==> src/sv/pcn_pkg.sv <==
// Package: shared types, constants and the calendar month table.
`default_nettype none
package pcn_pkg;

  // Action codes carried on the input word.
  localparam logic ACT_UPDATE = 1'b0;
  localparam logic ACT_QUERY  = 1'b1;

  localparam logic [11:0] BASE_YEAR    = 12'd1900;
  // Leap years counted through the year before the base year.
  localparam logic [31:0] LEAPS_BASE   = 32'd460;
  // floor(n / 100) == (n * RECIP_100) >> RECIP_SHIFT for every 12-bit n.
  localparam logic [12:0] RECIP_100    = 13'd5243;
  localparam int          RECIP_SHIFT  = 19;
  localparam logic [16:0] SECS_PER_DAY = 17'd86400;
  localparam logic [31:0] DAYS_PER_YR  = 32'd365;
  localparam logic [3:0]  LAST_MONTH   = 4'd12;
  localparam logic [3:0]  LEAP_MONTH   = 4'd2;

  localparam int DIV_BITS = 32;
  localparam int CNT_W    = $clog2(DIV_BITS);

  typedef struct packed {
    logic load_upd;
    logic load_qry;
    logic div_step;
    logic mul;
    logic ep1;
    logic ep2;
    logic ep3;
    logic out_load;
  } pcn_cmd_t;

  typedef struct packed {
    logic est_zero;
  } pcn_sts_t;

  // Days in the whole months before month m (m already clamped to 0..12).
  function automatic logic [8:0] month_cum(input logic [3:0] m);
    logic [8:0] d;
    case (m)
      4'd0, 4'd1: d = 9'd0;
      4'd2:       d = 9'd31;
      4'd3:       d = 9'd59;
      4'd4:       d = 9'd90;
      4'd5:       d = 9'd120;
      4'd6:       d = 9'd151;
      4'd7:       d = 9'd181;
      4'd8:       d = 9'd212;
      4'd9:       d = 9'd243;
      4'd10:      d = 9'd273;
      4'd11:      d = 9'd304;
      4'd12:      d = 9'd334;
      default:    d = 9'd334;
    endcase
    return d;
  endfunction

endpackage
`default_nettype wire

==> src/sv/pcn_ctrl.sv <==
// Controller: sequencer for update, divide, multiply, epoch steps and result hand-off.
`default_nettype none
module pcn_ctrl
  import pcn_pkg::*;
(
  input  wire logic     clk,
  input  wire logic     rst,
  input  wire logic     in_valid,
  input  wire logic     action,
  input  wire logic     out_ready,
  input  wire pcn_sts_t sts,
  output logic          in_ready,
  output logic          out_valid,
  output pcn_cmd_t      cmd
);

  localparam logic [2:0] S_IDLE = 3'd0;
  localparam logic [2:0] S_DIV  = 3'd1;
  localparam logic [2:0] S_MUL  = 3'd2;
  localparam logic [2:0] S_EP1  = 3'd3;
  localparam logic [2:0] S_EP2  = 3'd4;
  localparam logic [2:0] S_EP3  = 3'd5;
  localparam logic [2:0] S_DONE = 3'd6;

  logic [2:0]       state, state_next;
  logic [CNT_W-1:0] cnt;
  logic             accept;

  assign in_ready = (state == S_IDLE);
  assign accept   = in_valid && in_ready;

  always_comb begin
    cmd          = '0;
    cmd.load_upd = accept && (action == ACT_UPDATE);
    cmd.load_qry = accept && (action == ACT_QUERY);
    cmd.div_step = (state == S_DIV);
    cmd.mul      = (state == S_MUL);
    cmd.ep1      = (state == S_EP1);
    cmd.ep2      = (state == S_EP2);
    cmd.ep3      = (state == S_EP3);
    cmd.out_load = (state == S_DONE) && (!out_valid || out_ready);
  end

  always_comb begin
    state_next = state;
    case (state)
      S_IDLE: begin
        if (accept) begin
          if (action == ACT_QUERY && !sts.est_zero) state_next = S_DIV;
          else state_next = S_EP1;
        end
      end
      S_DIV: begin
        if (&cnt) state_next = S_MUL;
      end
      S_MUL:  state_next = S_EP1;
      S_EP1:  state_next = S_EP2;
      S_EP2:  state_next = S_EP3;
      S_EP3:  state_next = S_DONE;
      S_DONE: begin
        if (cmd.out_load) state_next = S_IDLE;
      end
      default: state_next = S_IDLE;
    endcase
  end

  always_ff @(posedge clk) begin
    if (rst) begin
      state     <= S_IDLE;
      cnt       <= '0;
      out_valid <= 1'b0;
    end else begin
      state <= state_next;
      if (cmd.load_qry) cnt <= '0;
      else if (cmd.div_step) cnt <= cnt + 1'b1;
      if (cmd.out_load) out_valid <= 1'b1;
      else if (out_ready) out_valid <= 1'b0;
    end
  end

endmodule
`default_nettype wire

==> src/sv/pcn_dp.sv <==
// Datapath: time state, shared radix-2 divider, epoch arithmetic, result registers.
`default_nettype none
module pcn_dp
  import pcn_pkg::*;
(
  input  wire logic        clk,
  input  wire logic        rst,
  input  wire pcn_cmd_t    cmd,
  input  wire logic [31:0] now_ms,
  input  wire logic [11:0] year,
  input  wire logic [3:0]  month,
  input  wire logic [4:0]  day,
  input  wire logic [4:0]  hours,
  input  wire logic [5:0]  minutes,
  input  wire logic [5:0]  seconds,
  output pcn_sts_t         sts,
  output logic [31:0]      epoch_seconds,
  output logic [31:0]      fraction,
  output logic             fraction_valid
);

  // Time state
  logic [11:0] st_year;
  logic [3:0]  st_month;
  logic [4:0]  st_day;
  logic [4:0]  st_hours;
  logic [5:0]  st_minutes;
  logic [5:0]  st_seconds;
  logic [31:0] est, last_ms;
  logic [31:0] est_next, elapsed;

  // Divider: remainder of elapsed, quotient of all-ones, same divisor
  logic [31:0] a_sh, r_a, r_b, q_b;
  logic [32:0] ta, tb;
  logic        ge_a, ge_b;

  // Working result
  logic [31:0] frac_w;
  logic        fvalid_w;
  logic [63:0] prod;

  // Epoch steps
  logic [11:0] ym1;
  logic [24:0] pm, py;
  logic [5:0]  q100m, q100y;
  logic [31:0] days, epoch_w;
  logic [16:0] tod;
  logic [31:0] days_next, leaps, dy32, cum32;
  logic [16:0] tod_next;
  logic [3:0]  m_cl;
  logic        leap_yr;
  logic [12:0] dy;
  logic [48:0] ep_prod;

  assign sts.est_zero = (est == '0);
  assign elapsed      = now_ms - last_ms;
  assign est_next     = (est + elapsed) >> 1;

  assign ta   = {r_a, a_sh[31]};
  assign tb   = {r_b, 1'b1};
  assign ge_a = (ta >= {1'b0, est});
  assign ge_b = (tb >= {1'b0, est});
  assign prod = r_a * q_b;

  // Reciprocal divides by 100
  assign ym1 = st_year - 12'd1;
  assign pm  = ym1 * RECIP_100;
  assign py  = st_year * RECIP_100;

  always_comb begin
    m_cl    = (st_month > LAST_MONTH) ? LAST_MONTH : st_month;
    leap_yr = (st_year[1:0] == 2'b00) &&
              ((st_year != ({6'b0, q100y} * 12'd100)) || (q100y[1:0] == 2'b00));
    leaps   = '0;
    if (st_year > BASE_YEAR) begin
      leaps = 32'(ym1 >> 2) - 32'(q100m) + 32'(q100m >> 2) - LEAPS_BASE;
    end
    dy        = {1'b0, st_year} - {1'b0, BASE_YEAR};
    dy32      = {{19{dy[12]}}, dy};
    cum32     = 32'(month_cum(m_cl));
    days_next = leaps + 32'(dy32 * DAYS_PER_YR) + cum32 + 32'(st_day) - 32'd1
              + 32'(leap_yr && (m_cl > LEAP_MONTH));
    tod_next  = 17'(st_hours) * 17'd3600 + 17'(st_minutes) * 17'd60 + 17'(st_seconds);
  end

  assign ep_prod = days * SECS_PER_DAY;

  always_ff @(posedge clk) begin
    if (rst) begin
      st_year    <= '0;
      st_month   <= '0;
      st_day     <= '0;
      st_hours   <= '0;
      st_minutes <= '0;
      st_seconds <= '0;
      est        <= '0;
      last_ms    <= '0;
    end else if (cmd.load_upd) begin
      st_year    <= year;
      st_month   <= month;
      st_day     <= day;
      st_hours   <= hours;
      st_minutes <= minutes;
      st_seconds <= seconds;
      est        <= est_next;
      last_ms    <= now_ms;
    end
  end

  always_ff @(posedge clk) begin
    if (cmd.load_upd) begin
      frac_w   <= '0;
      fvalid_w <= (est_next != '0);
    end
    if (cmd.load_qry) begin
      frac_w   <= '0;
      fvalid_w <= !sts.est_zero;
      a_sh     <= elapsed;
      r_a      <= '0;
      r_b      <= '0;
      q_b      <= '0;
    end
    if (cmd.div_step) begin
      a_sh <= {a_sh[30:0], 1'b0};
      r_a  <= ge_a ? 32'(ta - {1'b0, est}) : ta[31:0];
      r_b  <= ge_b ? 32'(tb - {1'b0, est}) : tb[31:0];
      q_b  <= {q_b[30:0], ge_b};
    end
    if (cmd.mul) frac_w <= prod[31:0];
    if (cmd.ep1) begin
      q100m <= pm[RECIP_SHIFT +: 6];
      q100y <= py[RECIP_SHIFT +: 6];
    end
    if (cmd.ep2) begin
      days <= days_next;
      tod  <= tod_next;
    end
    if (cmd.ep3) epoch_w <= ep_prod[31:0] + 32'(tod);
    if (cmd.out_load) begin
      epoch_seconds  <= epoch_w;
      fraction       <= frac_w;
      fraction_valid <= fvalid_w;
    end
  end

endmodule
`default_nettype wire

==> src/sv/pps_calendar_ntp_timestamp.sv <==
// Top level: NTP timestamp from receiver calendar updates and a millisecond counter.
//
//  channel | handshake           | word
//  --------+---------------------+----------------------------------------------
//  in      | in_valid / in_ready | action, now_ms, year, month, day, hours,
//          |                     | minutes, seconds
//  out     | out_valid/out_ready | epoch_seconds, fraction, fraction_valid
//
// Sequence: an update runs three epoch arithmetic steps and a hand-off
//   after acceptance; a query with a nonzero estimate first runs the
//   radix-2 divider (one bit a cycle, 32 bits) and its following multiply.
//   A query with a zero estimate runs the same steps as an update.
// One word is worked on at a time; in_ready rises again once the result
//   is placed in the output register, even while that register still waits.
// Reset (synchronous) clears the stored date, estimate and last counter
//   value to zero and empties the output register.
// A stall on out holds the finished word in the working registers, with the
//   sequencer waiting in its done state until the output register frees up.
`default_nettype none
module pps_calendar_ntp_timestamp
  import pcn_pkg::*;
(
  input  wire logic        clk,
  input  wire logic        rst,
  input  wire logic        in_valid,
  output logic             in_ready,
  input  wire logic        action,
  input  wire logic [31:0] now_ms,
  input  wire logic [11:0] year,
  input  wire logic [3:0]  month,
  input  wire logic [4:0]  day,
  input  wire logic [4:0]  hours,
  input  wire logic [5:0]  minutes,
  input  wire logic [5:0]  seconds,
  output logic             out_valid,
  input  wire logic        out_ready,
  output logic [31:0]      epoch_seconds,
  output logic [31:0]      fraction,
  output logic             fraction_valid
);

  pcn_cmd_t cmd;
  pcn_sts_t sts;

  // Sequence the word: load, divide, multiply, epoch steps, hand off
  pcn_ctrl u_ctrl (
    .clk       (clk),
    .rst       (rst),
    .in_valid  (in_valid),
    .action    (action),
    .out_ready (out_ready),
    .sts       (sts),
    .in_ready  (in_ready),
    .out_valid (out_valid),
    .cmd       (cmd)
  );

  // Hold time state, run the arithmetic, drive the result word
  pcn_dp u_dp (
    .clk            (clk),
    .rst            (rst),
    .cmd            (cmd),
    .now_ms         (now_ms),
    .year           (year),
    .month          (month),
    .day            (day),
    .hours          (hours),
    .minutes        (minutes),
    .seconds        (seconds),
    .sts            (sts),
    .epoch_seconds  (epoch_seconds),
    .fraction       (fraction),
    .fraction_valid (fraction_valid)
  );

endmodule
`default_nettype wire

==> config.mk <==
export PLATFORM = sky130hd
export DESIGN_NAME = pps_calendar_ntp_timestamp
export DESIGN_NICKNAME = d
export VERILOG_FILES = /design/src/sv/pcn_pkg.sv /design/src/sv/pcn_ctrl.sv /design/src/sv/pcn_dp.sv /design/src/sv/pps_calendar_ntp_timestamp.sv
export SDC_FILE = /design/constraint.sdc
export NUM_CORES = 2
export LEC_CHECK = 0
export ABC_CLOCK_PERIOD_IN_PS = 13110
export BUFFER_PORTS_ARGS = -buffer_cell sky130_fd_sc_hd__buf_2
export CAP_MARGIN = 20
export CORE_UTILIZATION = 26
export CTS_CLUSTER_DIAMETER = 200
export CTS_CLUSTER_SIZE = 16
export DETAILED_ROUTE_END_ITERATION = 8
export PLACE_DENSITY = 0.43
export SLEW_MARGIN = 20
export SYNTH_ARGS = -nofsm -noshare
export SYNTH_HDL_FRONTEND = slang
export SYNTH_SLANG_ARGS = --single-unit
==> constraint.sdc <==
create_clock -name clk -period 13.11 [get_ports clk]
set_input_delay 1.9665 -clock clk [delete_from_list [all_inputs] [get_ports clk]]
set_output_delay 1.9665 -clock clk [all_outputs]
set_load 0.02 [all_outputs]
Word level (Yosys, flattened, before mapping):

Memories as Yosys holds them, arrays and structs flattened.
Index checks and enable logic that the tools add are counted.

* add/sub/neg operators: 18
* multipliers: 8
* order comparisons: 5
* equal/unequal tests: 10
* mux-type cells: 22
* bitwise operators: 1
* reduce and logical (&&, ||, !) cells: 23

Operators with widths (number)
* 32-bit two-way mux: 12
* 33-bit by 31-bit >= comparator with 1-bit output: 2
* 32-bit by 31-bit subtractor with 32-bit output: 2
* 12-bit by 13-bit multiplier with 25-bit output, second input constant: 2
* 31-bit by 32-bit adder with 32-bit output: 1
* 32-bit by 1-bit adder with 32-bit output: 1
* 32-bit by 17-bit adder with 32-bit output: 1
* 32-bit adder: 1
* 32-bit by 4-bit adder with 32-bit output: 1
* 32-bit by 5-bit adder with 32-bit output: 1
* 32-bit by 9-bit adder with 32-bit output: 1
* 32-bit logical NOT: 1
* 32-bit by 10-bit multiplier with 25-bit output, second input constant: 1
* 32-bit by 32-bit multiplier with 32-bit output: 1
* 32-bit nonzero test: 1
* 32-bit by 1-bit subtractor with 32-bit output, second input constant: 1
* 32-bit subtractor: 1
* 32-bit by 9-bit subtractor with 32-bit output, second input constant: 1
* 13-bit by 10-bit multiplier with 23-bit output, second input constant: 1
* 3-bit one-hot mux with 7 select lines: 1
* 17-bit by 12-bit adder with 17-bit output: 1
* 17-bit by 6-bit adder with 17-bit output: 1
* 5-bit by 8-bit multiplier with 13-bit output, second input constant: 1
* 12-bit by 11-bit subtractor with 13-bit output, second input constant: 1
* 29 further kinds: 49

* register bits after elaboration: 429
* memory bits (read-only): 144
* bits of input ports: 75
* output and inout port bits: 67
* logic and storage cells: 114
* memories kept: 1

Memories
* (no name shown): depth 16, bits a word 9, read ports 1, clocked after memory_dff 0, write ports 0, RTL line pcn_pkg.sv:41 `case (m)`

Longest topological paths before layout:

* depth after elaboration: 10
* depth in mapped cells: 38
* mapped depth without buffers: 37

Hierarchy:

Synthesis repeated with hierarchy kept, for this count alone.

* cell total of the unflattened synthesis: 5704
* area total of the unflattened synthesis: 54200.7 sq um

By module, submodules not included
* pcn_dp: times used 1, cells an instance 5646, area each 53690.2 sq um
* pcn_ctrl: times used 1, cells an instance 58, area each 510.5 sq um

Least setup slack after synthesis:

OpenSTA, ideal clock, no wires.

* path kind: flip-flop to flip-flop
* start: register u_dp.st_year[4]
* end: register u_dp.days[24] (data pin)
* arrival: 8.300 ns
* data required time: 12.846 ns
* setup slack: 4.546 ns
* cell stages (with the launch flop): 35
* path buffers: 1
* clock period less this slack: 8.564 ns
* cells stage by stage: dfxtp_1 clkbuf_1 inv_1 ha_1 a21oi_1 nor2b_1 nor2_1 o21ai_0 inv_1 ha_1 fa_1 fa_1 fa_1 inv_1 fa_1 inv_1 ha_1 nor3_1 nor2_1 o41a_1 a41o_1 nor2_1 xor2_1 ha_1 inv_1 ha_1 ha_1 ha_1 nand3_1 nand2_1 a41o_1 o41ai_1 o21ai_0 xnor2_1 xnor2_1

* longest elaborated chain between the ends: 10
* elaborated cells on any way between the ends: 17

RTL lines
* start, declared: RTL line pcn_dp.sv:23 `logic [11:0] st_year;`
* start signal, assigned: RTL line pcn_dp.sv:99 `st_year <= year;`
* 12-bit by 1-bit subtractor with 12-bit output: RTL line pcn_dp.sv:66 `assign ym1 = st_year - 12'd1;`
* 10-bit by 6-bit subtractor with 11-bit output: RTL line pcn_dp.sv:76 `leaps = 32'(ym1 >> 2) - 32'(q100m) + 32'(q100m >> 2) - LEAPS_BASE;`
* 32-bit by 4-bit adder with 32-bit output: RTL line pcn_dp.sv:76
* 32-bit by 9-bit subtractor with 32-bit output: RTL line pcn_dp.sv:76
* 32-bit two-way mux: RTL line pcn_dp.sv:75 `if (st_year > BASE_YEAR) begin`
* 32-bit adder: RTL line pcn_dp.sv:81 `days_next = leaps + 32'(dy32 * DAYS_PER_YR) + cum32 + 32'(st_day) - 32'd1`
* 32-bit by 9-bit adder with 32-bit output: RTL line pcn_dp.sv:81
* 32-bit by 5-bit adder with 32-bit output: RTL line pcn_dp.sv:81
* 32-bit by 1-bit subtractor with 32-bit output: RTL line pcn_dp.sv:81
* 32-bit by 1-bit adder with 32-bit output (*): RTL line pcn_dp.sv:82 `+ 32'(leap_yr && (m_cl > LEAP_MONTH));`
* net u_dp.days_next[24]: RTL line pcn_dp.sv:48 `logic [31:0] days_next, leaps, dy32, cum32;`
* end signal, assigned: RTL line pcn_dp.sv:135 `days <= days_next;`
* end, declared: RTL line pcn_dp.sv:46 `logic [31:0] days, epoch_w;`

Mark *: on every way through the listed nets, which the timed path passes. The rest lies on a longest branch.
A chain may end at the register's enable or synchronous reset.

Final worst setup path:

Ends and elaborated chain as after synthesis.

==> impl_metrics.env <==
export IMPL_clock_skew_ns=0.0520
export IMPL_synth_compound_area_frac=0.0961
export IMPL_antenna_found_initial=3
export IMPL_overflow=0
export IMPL_clock_path_buffers=3
export IMPL_postSynthNetCount=7161
export IMPL_clk_latency_ns=0.71
export IMPL_rr_worst_depth=33
export IMPL_core_um2=205000
export IMPL_clkTransAtPathRegs_ns=0.09
export IMPL_fin_tns_setup_ns=0
export IMPL_syn_instance_count=5726
export IMPL_die_width_um=456
export IMPL_fill_cells=21800
export IMPL_postSynthAreaPerCell_um2=9.36
export IMPL_cts_setup_buffers=0
export IMPL_finalSetupViolations=0
export IMPL_cts_sinks=422
export IMPL_cts_root_buffer="clkbuf_16"
export IMPL_synth_top_family_by_area="adder cells"
export IMPL_ys_flop_type="edfxtp_1"
export IMPL_ctsHtreeMaxLevel=1
export IMPL_vias=37200
export IMPL_hold_depth=0
export IMPL_syn_cell_area_um2=53600
export IMPL_slew_headroom=0.248
export IMPL_critPathSlowestCell="dfxtp_1"
export IMPL_reg2reg_from="u_dp.st_year[4]"
export IMPL_path_common_cell="ha_1"
export IMPL_slew_viol_final=0
export IMPL_portBuffers=141
export IMPL_min_delay_start="u_dp.st_seconds[1]"
export IMPL_drt_first_pass_iters=5
export IMPL_ctsResizeCount=0
export IMPL_cts_hold_buf=0
export IMPL_synth_warnings=0
export IMPL_synthArstFlopShare=0
export IMPL_cts_tree="done"
export IMPL_wl_mm=142
export IMPL_final_nets=7209
export IMPL_critPathArrivalTime_ns=9.42
export IMPL_hp_class="flop to flop"
export IMPL_grt_pass1_vias=39700
export IMPL_rsz0062_at_grt="no"
export IMPL_vias_per_cell=4.38
export IMPL_rr_endpoint="u_dp.days[24]"
export IMPL_synth_seq_area_share=0.216
export IMPL_fin_ws_ns=4.10
export IMPL_synth_edf_count=311
export IMPL_place_congestion=0.830
export IMPL_yosys_area_top_type="fa_1"
export IMPL_grt_usage=0.138
export IMPL_row_count=166
export IMPL_grt_max_degree=81
export IMPL_synth_xor_area_share=0.0588
export IMPL_rrSetupSlack_ns=4.10
export IMPL_drtIter0Drc=1565
export IMPL_dp_slack_ns=4.15
export IMPL_worst_pin_slew_ns=1.13
export IMPL_initial_core_util=0.262
export IMPL_cp_end_kind="flop"
export IMPL_synth_mux_area_frac=0.00733
export IMPL_cp_required_ns=13.52
export IMPL_fin_crit_sh=0.687
export IMPL_cp_start_kind="flop"
export IMPL_max_cap_violations=0
export IMPL_hold_viol_final=0
export IMPL_die_area_um2=208000
export IMPL_synth_cell_types=87
export IMPL_dp_hpwl_mm=114
export IMPL_synth_area_leaders="fa_1, edfxtp_1, ha_1"
export IMPL_drive_above_1_share=0.0473
export IMPL_antenna_left=0
export IMPL_outcome="completed"
export IMPL_area_delta_synth_final_pct=8.89
export IMPL_pin_count=142
export IMPL_yosysTopAreaCellShare=0.236
export IMPL_multiInputGateArea_um2=37300
export IMPL_regArea_um2=11600
export IMPL_synth_simple_gate_area_frac=0.127
export IMPL_hold_path_end="u_dp.tod[1]"
export IMPL_yosys_area_share_adder=0.406
export IMPL_critical_path_max_fanout=11
export IMPL_critPathKind="flop to flop"
export IMPL_ys_seq_elements=422
export IMPL_wl_per_cell_um=16.7
export IMPL_die_y_um=456
export IMPL_cp_slowest_stage_delay_ns=0.63
export IMPL_grt_first_pass_wirelength_mm=228
export IMPL_cts_made_buffers=30
export IMPL_fin_crit_ns=9.01
export IMPL_drc=0
export IMPL_fmax_mhz=111
-- state kept, by name, summed over array words and instances (netlist names), 3 cells and up --
register	flops
u_ctrl.cnt	5
u_ctrl.state	3
u_dp.a_sh	32
u_dp.days	25
u_dp.epoch_seconds	32
u_dp.epoch_w	32
u_dp.est	31
u_dp.frac_w	32
u_dp.fraction	32
u_dp.last_ms	32
u_dp.q100m	6
u_dp.q100y	6
u_dp.q_b	32
u_dp.r_a	32
u_dp.r_b	32
u_dp.st_day	5
u_dp.st_hours	5
u_dp.st_minutes	6
u_dp.st_month	4
u_dp.st_seconds	6
u_dp.st_year	12
u_dp.tod	17
-- Yosys cell counts (5+ instances only) --
library cell  number
a2111oi_0          5
a211o_1            6
a211oi_1          29
a21boi_0          15
a21o_1            91
a21oi_1          309
a22o_1            33
a31oi_1           21
and2_1           194
and3_1            25
clkbuf_1         173
dfxtp_1          111
edfxtp_1         311
fa_1             631
ha_1             729
inv_1           1089
mux2i_1           37
nand2_1          692
nand2b_1          45
nand3_1           40
nand4_1           24
nor2_1           257
nor2b_1           47
nor3_1            63
nor3b_1            6
nor4_1            17
o2111ai_1          6
o211ai_1          14
o21a_1            39
o21ai_0          116
o21ai_1            5
o21bai_1          32
o31a_1            10
o31ai_1            7
o41ai_1           11
or2_2             10
or3_1             25
xnor2_1          256
xor2_1            99
-- cell families (layout without fill, tap and decap cells) --
group                      after synthesis  in the layout
AOI/OAI and AO/OA                      802            802
and+or+nand+nor                       1475           1475
muxes                                   39             39
xor gates and xnor gates               357            357
other                                    0              1
DFF                                    422            422
buffers and inverters                 1271           1343
adders and majority gates             1360           1360
-- layout by cell type (no fill, tap or decap), drive strengths merged, types with 6 or more instances in the layout --
cell type	n
edfxtp	311
mux2i	37
inv	1090
o21bai	32
a22o	33
o31ai	7
o21a	39
nor2	257
nand4	24
o211ai	14
fa	631
nand3	40
a21oi	310
nand2	694
a2111oi	6
o31a	10
and3	26
o21ai	121
a31oi	23
a211o	6
a21boi	15
xnor2	257
ha	729
nand2b	45
buf	197
dfxtp	111
nor4	18
nor2b	47
nor3b	6
o41ai	12
or2	10
nor3	63
or3	26
xor2	100
o2111ai	6
a21o	91
and2	195
a211oi	30
clkbuf	53
-- metrics by stage --
| step | hold slack (ns) | area [um2] | std cells | util |
|---|---|---|---|---|
| floorplan | 0.400 | 53600 | 5726 | - |
| global placement | 0.405 | 57400 | 8428 | 0.280 |
| detailed placement | 0.405 | 57400 | 8429 | 0.280 |
| CTS | 0.397 | 58300 | 8485 | 0.285 |
| global route | 0.421 | 58400 | 8487 | 0.285 |
| finish | 0.402 | 58400 | 8487 | 0.285 |
-- metal layers --
layer / part of all wire / vias up / wire length (um) / GRT usage
met3: 0.023 / 113 / 3230 / 0.0108
li1: - / 18500 / - / -
met1: 0.48 / 18200 / 68500 / 0.188
met5: 0.000092 / - / 13 / 0
met4: 0.025 / 2 / 3580 / 0.0334
met2: 0.47 / 373 / 66700 / 0.237
-- worst max-delay path, delay by kind of cell (launching register included) --
family | cells | cell delay (ns)
simple gates | 6 | 0.62
compound gates | 8 | 2.07
buf+inv | 4 | 0.35
fa+ha+maj | 11 | 4.07
flops | 1 | 0.63
xor+xnor | 4 | 0.94
-- cell type report --
cell class / count / share of cell area
Inverter: 1090 / 0.0701
Multi-Input combinational cell: 4033 / 0.639
Timing Repair Buffer: 197 / 0.0196
Tap cell: 2688 / 0.0576
Antenna cell: 1 / 0.0000429
Clock buffer: 53 / 0.0143
Sequential cell: 422 / 0.198
Clock inverter: 3 / 0.00111
-- worst max-delay path by stage --
stage / startpoint / end / slack, ns / cells past startpoint
after detailed placement: u_dp.st_year[4] / u_dp.days[24] / 4.15 / 33
after floorplan: u_dp.st_year[4] / u_dp.days[24] / 4.55 / 34
final: u_dp.st_year[4] / u_dp.days[24] / 4.10 / 33
after global placement: u_dp.st_year[4] / u_dp.days[24] / 4.14 / 33
after CTS: u_dp.st_year[4] / u_dp.days[24] / 4.03 / 33
after global routing: u_dp.st_year[4] / u_dp.days[24] / 3.40 / 33
Power is left out: the tool's default activity adds up to more than one toggle a clock period on the data nets, which glitch-free logic cannot reach.
